<file path="src/hdl/pslw_pkg.sv">
// ----------------------------------------------------------------------------
// pslw_pkg
// Types and constants for the PWM slew limiter with command watchdog.
// ----------------------------------------------------------------------------
package pslw_pkg;

   // Duty and time widths
   localparam int unsigned DUTY_W = 8;
   localparam int unsigned TIME_W = 32;
   localparam int unsigned CSR_IDX_W = 3;

   localparam logic [DUTY_W-1:0] DUTY_FULL = 8'hFF;
   localparam logic [DUTY_W-1:0] DUTY_OFF = 8'h00;

   // Configuration register reset values
   localparam logic [TIME_W-1:0] TTL_RESET = 32'd10000;
   localparam logic [DUTY_W-1:0] STEP_RESET = 8'd4;

   // Configuration register indexes
   typedef enum logic [CSR_IDX_W-1:0] {
      CSR_COMMAND_TTL_MS = 3'd0,
      CSR_RAMP_STEP = 3'd1,
      CSR_FAN_A_PRESENT = 3'd2,
      CSR_FAN_B_PRESENT = 3'd3,
      CSR_PELTIER_ACTIVE_HIGH = 3'd4
   } csr_index_type;

   // Item kinds
   typedef enum logic {
      ACTION_TICK = 1'b0,
      ACTION_COMMAND = 1'b1
   } action_type;

   // Input beat
   typedef struct packed {
      logic action;
      logic [TIME_W-1:0] now_ms;
      logic [DUTY_W-1:0] fan_a_target;
      logic [DUTY_W-1:0] fan_b_target;
      logic [DUTY_W-1:0] peltier_a_target;
      logic [DUTY_W-1:0] peltier_b_target;
   } req_type;

   // Result beat
   typedef struct packed {
      logic [DUTY_W-1:0] fan_a_level;
      logic [DUTY_W-1:0] fan_b_level;
      logic [DUTY_W-1:0] peltier_a_level;
      logic [DUTY_W-1:0] peltier_b_level;
      logic [DUTY_W-1:0] peltier_a_drive;
      logic [DUTY_W-1:0] peltier_b_drive;
      logic [DUTY_W-1:0] peltier_fan_a_drive;
      logic [DUTY_W-1:0] peltier_fan_b_drive;
      logic command_stale;
   } rsp_type;

endpackage

</file>
<file path="src/hdl/pwm_slew_limiter_with_watchdog.sv">
// ----------------------------------------------------------------------------
// pwm_slew_limiter_with_watchdog
// Two ramped fan channels and two Peltier channels with a command timeout.
// ----------------------------------------------------------------------------
// A result beat is registered, into the skid entry if a stalled beat holds the result register.
// Throughput: one beat per cycle while req_stall is low; the whole update is one
// combinational pass from the state registers into the result register.
// A two-entry output (result register plus skid register) keeps input flowing
// while the consumer stalls; req_stall rises only when the skid entry is full.
// Reset (synchronous, active high) clears all levels, goals and the command
// time and loads the configuration defaults.
module pwm_slew_limiter_with_watchdog (
   input  logic                                  clock,
   input  logic                                  reset,
   // input channel
   input  logic                                  req_valid,
   output logic                                  req_stall,
   input  pslw_pkg::req_type                     req_data,
   // result channel
   output logic                                  rsp_valid,
   input  logic                                  rsp_stall,
   output pslw_pkg::rsp_type                     rsp_data,
   // configuration write channel
   input  logic                                  csr_valid,
   output logic                                  csr_ready,
   input  logic [pslw_pkg::CSR_IDX_W-1:0]        csr_index,
   input  logic [pslw_pkg::TIME_W-1:0]           csr_wdata
);

   localparam int unsigned DW = pslw_pkg::DUTY_W;
   localparam int unsigned TW = pslw_pkg::TIME_W;

   // Slew one level toward its goal by at most step
   function automatic logic [DW-1:0] slew(input logic [DW-1:0] cur,
                                          input logic [DW-1:0] goal,
                                          input logic [DW-1:0] step);
      logic [DW:0]   sum;
      logic [DW-1:0] diff;
      logic [DW-1:0] res;
      sum = {1'b0, cur} + {1'b0, step};
      diff = cur - goal;
      if (cur < goal) begin
         res = (sum > {1'b0, goal}) ? goal : sum[DW-1:0];
      end else if (cur > goal) begin
         res = (diff < step) ? goal : cur - step;
      end else begin
         res = cur;
      end
      return res;
   endfunction

   // Polarity applied to a Peltier pin
   function automatic logic [DW-1:0] polar(input logic act_high,
                                           input logic [DW-1:0] v);
      return act_high ? v : ~v;
   endfunction

   // Configuration registers
   logic [TW-1:0] ttl_ff;
   logic [DW-1:0] step_ff;
   logic          fan_a_pres_ff;
   logic          fan_b_pres_ff;
   logic          pelt_high_ff;

   // Channel state
   logic [DW-1:0] fan_a_cur_ff, fan_a_cur_in;
   logic [DW-1:0] fan_b_cur_ff, fan_b_cur_in;
   logic [DW-1:0] fan_a_goal_ff, fan_a_goal_in;
   logic [DW-1:0] fan_b_goal_ff, fan_b_goal_in;
   logic [DW-1:0] pelt_a_goal_ff, pelt_a_goal_in;
   logic [DW-1:0] pelt_b_goal_ff, pelt_b_goal_in;
   logic [DW-1:0] pelt_a_cur_ff, pelt_a_cur_in;
   logic [DW-1:0] pelt_b_cur_ff, pelt_b_cur_in;
   logic [TW-1:0] last_cmd_ff, last_cmd_in;

   // Output stage
   logic               out_valid_ff, out_valid_in;
   pslw_pkg::rsp_type  out_data_ff, out_data_in;
   logic               skid_valid_ff, skid_valid_in;
   pslw_pkg::rsp_type  skid_data_ff, skid_data_in;

   logic              req_accept;
   logic              out_pop;
   logic              is_cmd;
   logic [TW-1:0]     age;
   logic              stale;
   pslw_pkg::rsp_type result;

   assign req_stall = skid_valid_ff;
   assign req_accept = req_valid && !req_stall;
   assign out_pop = out_valid_ff && !rsp_stall;
   assign rsp_valid = out_valid_ff;
   assign rsp_data = out_data_ff;
   assign csr_ready = 1'b1;

   // Configuration writes
   always_ff @(posedge clock) begin
      if (reset) begin
         ttl_ff <= pslw_pkg::TTL_RESET;
         step_ff <= pslw_pkg::STEP_RESET;
         fan_a_pres_ff <= 1'b1;
         fan_b_pres_ff <= 1'b1;
         pelt_high_ff <= 1'b1;
      end else if (csr_valid && csr_ready) begin
         case (pslw_pkg::csr_index_type'(csr_index))
            pslw_pkg::CSR_COMMAND_TTL_MS: ttl_ff <= csr_wdata;
            pslw_pkg::CSR_RAMP_STEP: step_ff <= csr_wdata[DW-1:0];
            pslw_pkg::CSR_FAN_A_PRESENT: fan_a_pres_ff <= csr_wdata[0];
            pslw_pkg::CSR_FAN_B_PRESENT: fan_b_pres_ff <= csr_wdata[0];
            pslw_pkg::CSR_PELTIER_ACTIVE_HIGH: pelt_high_ff <= csr_wdata[0];
            default: ;
         endcase
      end
   end

   // Watchdog: wrapped age against the timeout, ticks only
   assign is_cmd = (req_data.action == pslw_pkg::ACTION_COMMAND);
   assign age = req_data.now_ms - last_cmd_ff;
   assign stale = !is_cmd && (age > ttl_ff);

   // Next state for one accepted beat
   always_comb begin
      fan_a_cur_in = fan_a_cur_ff;
      fan_b_cur_in = fan_b_cur_ff;
      fan_a_goal_in = fan_a_goal_ff;
      fan_b_goal_in = fan_b_goal_ff;
      pelt_a_goal_in = pelt_a_goal_ff;
      pelt_b_goal_in = pelt_b_goal_ff;
      pelt_a_cur_in = pelt_a_cur_ff;
      pelt_b_cur_in = pelt_b_cur_ff;
      last_cmd_in = last_cmd_ff;
      if (is_cmd) begin
         fan_a_goal_in = req_data.fan_a_target;
         fan_b_goal_in = req_data.fan_b_target;
         pelt_a_goal_in = req_data.peltier_a_target;
         pelt_b_goal_in = req_data.peltier_b_target;
         last_cmd_in = req_data.now_ms;
      end else begin
         if (stale) begin
            fan_a_goal_in = pslw_pkg::DUTY_OFF;
            fan_b_goal_in = pslw_pkg::DUTY_OFF;
            pelt_a_goal_in = pslw_pkg::DUTY_OFF;
            pelt_b_goal_in = pslw_pkg::DUTY_OFF;
         end
         fan_a_cur_in = fan_a_pres_ff ? slew(fan_a_cur_ff, fan_a_goal_in, step_ff)
                                      : pslw_pkg::DUTY_OFF;
         fan_b_cur_in = fan_b_pres_ff ? slew(fan_b_cur_ff, fan_b_goal_in, step_ff)
                                      : pslw_pkg::DUTY_OFF;
         pelt_a_cur_in = pelt_a_goal_in;
         pelt_b_cur_in = pelt_b_goal_in;
      end
   end

   // Result beat built from the new levels
   always_comb begin
      result.fan_a_level = fan_a_cur_in;
      result.fan_b_level = fan_b_cur_in;
      result.peltier_a_level = pelt_a_cur_in;
      result.peltier_b_level = pelt_b_cur_in;
      result.peltier_a_drive = polar(pelt_high_ff, pelt_a_cur_in);
      result.peltier_b_drive = polar(pelt_high_ff, pelt_b_cur_in);
      result.peltier_fan_a_drive = polar(pelt_high_ff, (pelt_a_cur_in != '0) ?
                                         pslw_pkg::DUTY_FULL : pslw_pkg::DUTY_OFF);
      result.peltier_fan_b_drive = polar(pelt_high_ff, (pelt_b_cur_in != '0) ?
                                         pslw_pkg::DUTY_FULL : pslw_pkg::DUTY_OFF);
      result.command_stale = stale;
   end

   // State registers
   always_ff @(posedge clock) begin
      if (reset) begin
         fan_a_cur_ff <= '0;
         fan_b_cur_ff <= '0;
         fan_a_goal_ff <= '0;
         fan_b_goal_ff <= '0;
         pelt_a_goal_ff <= '0;
         pelt_b_goal_ff <= '0;
         pelt_a_cur_ff <= '0;
         pelt_b_cur_ff <= '0;
         last_cmd_ff <= '0;
      end else if (req_accept) begin
         fan_a_cur_ff <= fan_a_cur_in;
         fan_b_cur_ff <= fan_b_cur_in;
         fan_a_goal_ff <= fan_a_goal_in;
         fan_b_goal_ff <= fan_b_goal_in;
         pelt_a_goal_ff <= pelt_a_goal_in;
         pelt_b_goal_ff <= pelt_b_goal_in;
         pelt_a_cur_ff <= pelt_a_cur_in;
         pelt_b_cur_ff <= pelt_b_cur_in;
         last_cmd_ff <= last_cmd_in;
      end
   end

   // Output register and skid entry control
   always_comb begin
      out_valid_in = out_valid_ff;
      out_data_in = out_data_ff;
      skid_valid_in = skid_valid_ff;
      skid_data_in = skid_data_ff;
      if (skid_valid_ff) begin
         if (out_pop) begin
            out_data_in = skid_data_ff;
            skid_valid_in = 1'b0;
         end
      end else if (req_accept) begin
         if (!out_valid_ff || out_pop) begin
            out_valid_in = 1'b1;
            out_data_in = result;
         end else begin
            skid_valid_in = 1'b1;
            skid_data_in = result;
         end
      end else if (out_pop) begin
         out_valid_in = 1'b0;
      end
   end

   // Valid bits reset; payload registers do not
   always_ff @(posedge clock) begin
      if (reset) begin
         out_valid_ff <= 1'b0;
         skid_valid_ff <= 1'b0;
      end else begin
         out_valid_ff <= out_valid_in;
         skid_valid_ff <= skid_valid_in;
      end
   end

   always_ff @(posedge clock) begin
      out_data_ff <= out_data_in;
      skid_data_ff <= skid_data_in;
   end

`ifndef SYNTH
   // Skid entry is only used behind a full output register
   a_skid_behind_out: assert property (@(posedge clock) disable iff (reset)
      skid_valid_ff |-> out_valid_ff)
      else $error("skid entry valid with empty output register");

   // A command records its time stamp
   a_cmd_time: assert property (@(posedge clock) disable iff (reset)
      (req_accept && is_cmd) |=> (last_cmd_ff == $past(req_data.now_ms)))
      else $error("command time not recorded");

   // A stale tick clears every goal
   a_stale_clears: assert property (@(posedge clock) disable iff (reset)
      (req_accept && stale) |=> (fan_a_goal_ff == '0 && fan_b_goal_ff == '0 &&
                                 pelt_a_goal_ff == '0 && pelt_b_goal_ff == '0))
      else $error("stale tick left a goal set");

   // Absent fan is held at zero after a tick
   a_fan_a_absent: assert property (@(posedge clock) disable iff (reset)
      (req_accept && !is_cmd && !fan_a_pres_ff) |=> (fan_a_cur_ff == '0))
      else $error("absent fan A not held at zero");

   // Every accepted beat lands in the output stage
   a_accept_lands: assert property (@(posedge clock) disable iff (reset)
      req_accept |=> out_valid_ff)
      else $error("accepted beat lost");
`endif

endmodule

</file>
<file path="config.mk">
export PLATFORM = sky130hd
export DESIGN_NAME = pwm_slew_limiter_with_watchdog
export DESIGN_NICKNAME = d
export VERILOG_FILES = /design/src/hdl/pslw_pkg.sv /design/src/hdl/pwm_slew_limiter_with_watchdog.sv
export SDC_FILE = /design/constraint.sdc
export NUM_CORES = 1
export LEC_CHECK = 0
export BUFFER_PORTS_ARGS = -buffer_cell sky130_fd_sc_hd__buf_2
export CORE_ASPECT_RATIO = 0.75
export CORE_UTILIZATION = 60
export CTS_CLUSTER_SIZE = 30
export DETAILED_ROUTE_END_ITERATION = 8
export PLACE_DENSITY = 0.88
export SLEW_MARGIN = 20
export SYNTH_ARGS = -nofsm -noshare
export SYNTH_HDL_FRONTEND = slang
export SYNTH_SLANG_ARGS = --single-unit
</file>
<file path="constraint.sdc">
create_clock -name clock -period 13.16 [get_ports clock]
set_input_delay 0.658 -clock clock [delete_from_list [all_inputs] [get_ports clock]]
set_output_delay 0.658 -clock clock [all_outputs]
set_load 0.02 [all_outputs]
</file>
==> impl_metrics.csv <==
group,metric,value,unit
die,die_y,139.8,um
pwr,leakage,6.975,nW
placed_design,hpwl,30750,um
critical_path,crit_slowest_cell,"o21ai_2",
timing,drv_slew,0,
yosys,syn-num-nets,1915,
die,rows,50,
final_layout,layout.nets,2037,
timing,fin_tns_setup,0,ns
yosys,async_flop_share,0,%
pwr,sw_frac_of_total,42.58,%
grt,grt_pass1_wl,65590,um
critical_path,r2r_setup_slack,4.11,ns
timing,timing.fmax,110.4,MHz
yosys,synth_seq_cells,243,
clocking,cts_hold_buf,0,
clocking,cts_buffers,25,
pwr,power,0.003627,W
timing,setup_violations,0,
yosys,syn_area_per_cell,9.143,sq um
yosys,ys_types,82,
die,core_area,24900,sq um
pwr,comb_power_share,52.0,%
pwr,seqPwrFrac,27.1,%
grt,track_usage,32.19,%
timing,tightest_slew,1.108,ns
critical_path,crit_path_end_kind,"flop",
clocking,post_cts_resized,0,
pwr,peakVddDrop,0.0001281,V
grt,grt_max_degree,88,
timing,min_period_over_period,68.80,%
clocking,htree_levels,1,
clocking,cts.clk_slew.worst_paths,0.07,ns
critical_path,crit_type,"reg2reg",
drt,drc,0,
clocking,clk_latency,0.55,ns
timing,max-slew-margin-rel,25.95,%
die,ios,173,
drt,post_drt_via_cell_ratio,6.137,
placed_design,portBuffers,171,
final_layout,postLayoutCoreUtil,68.65,%
yosys,syn_area,15200,sq um
clocking,cts-root-buf,"clkbuf_16",
pwr,internal-power,0.002083,W
flow_run,max_cap_violations,0,
timing,rsz0062_at_grt,"no",
die,start_util,61.03,%
pwr,power.switching,0.001545,W
clocking,cts_setup_buffers,0,
clocking,cts.sinks,243,
drt,postRouteAntennaNets,0,
drt,routedWlPerCell,19.79,um
status,outcome,"finished clean",
yosys,synth_area_leaders,"edfxtp_1 20%, dfxtp_1 19%, ha_1 12%",
timing,clock_skew,0.01812,ns
yosys,synth_top_area_share,20.16,%
hold_path,hold_path_class,"in2reg",
timing,hold_viol_final,0,
final_layout,final_cell_mix,"227 x nand2_1, 183 x a21oi_1, 170 x buf_2, 141 x ha_1, 140 x dfxtp_1",
placed_design,place_congestion,0.9690,
die,fp.dieW,185.8,um
grt,grt_overflow,0,
drt,drtPass1Iterations,6,
drt,vias,13160,
grt,grt_pass1_vias,12340,
drt,first_iter_violations,1430,
final_layout,drive_gt1_share,17.69,%
critical_path,cp.arrival,9.35,ns
final_layout,fillers,1943,
clocking,cts_tree,"built",
yosys,synth_top_flop_cell,"dfxtp_1",
critical_path,crit_path_start_kind,"flop",
final_layout,areaGrowthSynthToFinish,12.48,%
timing,period_needed,9.054,ns
yosys,synth-warning-count,0,
critical_path,cp_max_fo,42,
yosys,netlist_instances,1662,
pwr,powerDensity,212.2,nW/um^2
critical_path,cpMostUsedCell,"o21ai_0",
pwr,pwr-share-clk,20.8,%
final_layout,final_common_cell,"nand2_1",
critical_path,worst_ep_required_time,13.45,ns
yosys,synth_largest_area_cell,"edfxtp_1",
drt,routed_wl,42440,um
clocking,clockBufferDepth,3,
grt,antenna_found_initial,5,
critical_path,slowest_delay,0.57,ns
yosys,synth_edf_count,102,
die,design.die.area,25970,sq um
yosys,yosysSeqAreaShare,38.73,%
==> cell families after synthesis <==
| kind of cell | after synthesis | synth area share [%] |
|---|---|---|
| AND/OR/NAND/NOR | 496 | 14.85 |
| XOR/XNOR | 81 | 5.163 |
| multiplexers | 50 | 3.672 |
| other | 1 | 0.02468 |
| adder cells (fa/ha/maj) | 148 | 12.53 |
| buffers and inverters | 196 | 5.434 |
| AO/OA/AOI/OAI | 447 | 19.60 |
| flip-flops | 243 | 38.73 |
==> critical path, delay by kind of cell (launching register included) <==
| kind | cells | cell delay [ns] |
|---|---|---|
| AOI/OAI and AO/OA | 19 | 4.43 |
| xor gates and xnor gates | 2 | 0.28 |
| adders and majority gates | 5 | 1.51 |
| buffers and inverters | 2 | 0.35 |
| DFF | 1 | 0.35 |
| muxes | 1 | 0.29 |
| and+or+nand+nor | 10 | 1.55 |
==> worst paths after layout <==
check | from | to | depth (start not counted)
worst max-delay path | last_cmd_ff[0] | rsp_data[59] | 39
worst min-delay path | csr_wdata[10] | ttl_ff[10] | 3
worst max register to register | last_cmd_ff[0] | rsp_data[59] | 39
worst min register to register | last_cmd_ff[22] | last_cmd_ff[22] | 2
==> final cells by class <==
class	count	area (sq um)	share of cell area, %
Sequential cell	243	5887	34.44
Timing Repair Buffer	183	948.4	5.549
Antenna cell	4	10.01	0.05856
Clock inverter	17	193.9	1.135
Tap cell	338	422.9	2.474
Multi-Input combinational cell	1223	8529	49.90
Clock buffer	29	693.2	4.055
Inverter	108	407.9	2.386
==> registers in the layout (all words and copies together), names as in the netlist <==
signal          flops
fan_a_cur_ff        8
fan_a_goal_ff       8
fan_a_pres_ff       1
fan_b_cur_ff        8
fan_b_goal_ff       8
fan_b_pres_ff       1
last_cmd_ff        32
pelt_a_cur_ff       8
pelt_a_goal_ff      8
pelt_b_cur_ff       8
pelt_b_goal_ff      8
pelt_high_ff        1
req_stall           1
rsp_data           51
rsp_valid           1
skid_data_ff       51
step_ff             8
ttl_ff             32
==> synthesized netlist by cell type (all sizes together) (14+ instances only) <==
library cell    n
nor2          107
nand2b         17
a21o           27
mux2           43
clkbuf         58
a22o           17
nand3          34
nand4          19
a21oi         184
xor2           24
nor2b          18
a22oi          33
buf            30
dfxtp         141
edfxtp        102
nor3           21
o211ai         14
xnor2          57
nand2         228
o21a           15
ha            141
o21ai          62
inv           106
==> per-layer routing <==
layer | share of wire (%) | up-vias | track usage, % | wire length (um)
li1 | - | 6198 | - | -
met1 | 43 | 6151 | 45.12 | 18440
met2 | 44 | 709 | 50.37 | 18860
met3 | 9.1 | 104 | 5.601 | 3878
met4 | 2.9 | 2 | 10.01 | 1249
met5 | 0.026 | - | 0 | 11
==> metrics by stage <==
step | setup slack (ns) | hold WS (ns) | instances | area, sq um
2_1_floorplan | 5.280 | 0.4363 | 1662 | 15200
4_1_cts | 3.872 | 0.3355 | 2141 | 17070
5_1_grt | 3.453 | 0.3480 | 2142 | 17090
3_5_place_dp | 3.491 | 0.4469 | 2095 | 16190
3_3_place_gp | 3.719 | 0.4417 | 2095 | 16190
6_report | 4.106 | 0.3446 | 2145 | 17090
==> power by group through the flow <==
stage               logic (W)  clock network (W)  registers (W)
floorplan             0.00132                  0        0.00101
global placement      0.00178                  0       0.000996
detailed placement    0.00181                  0       0.000997
CTS                   0.00183           0.000756       0.000982
global route          0.00206           0.000790       0.000993
finish                0.00189           0.000755       0.000985
Power figures use the tool's default switching activity.
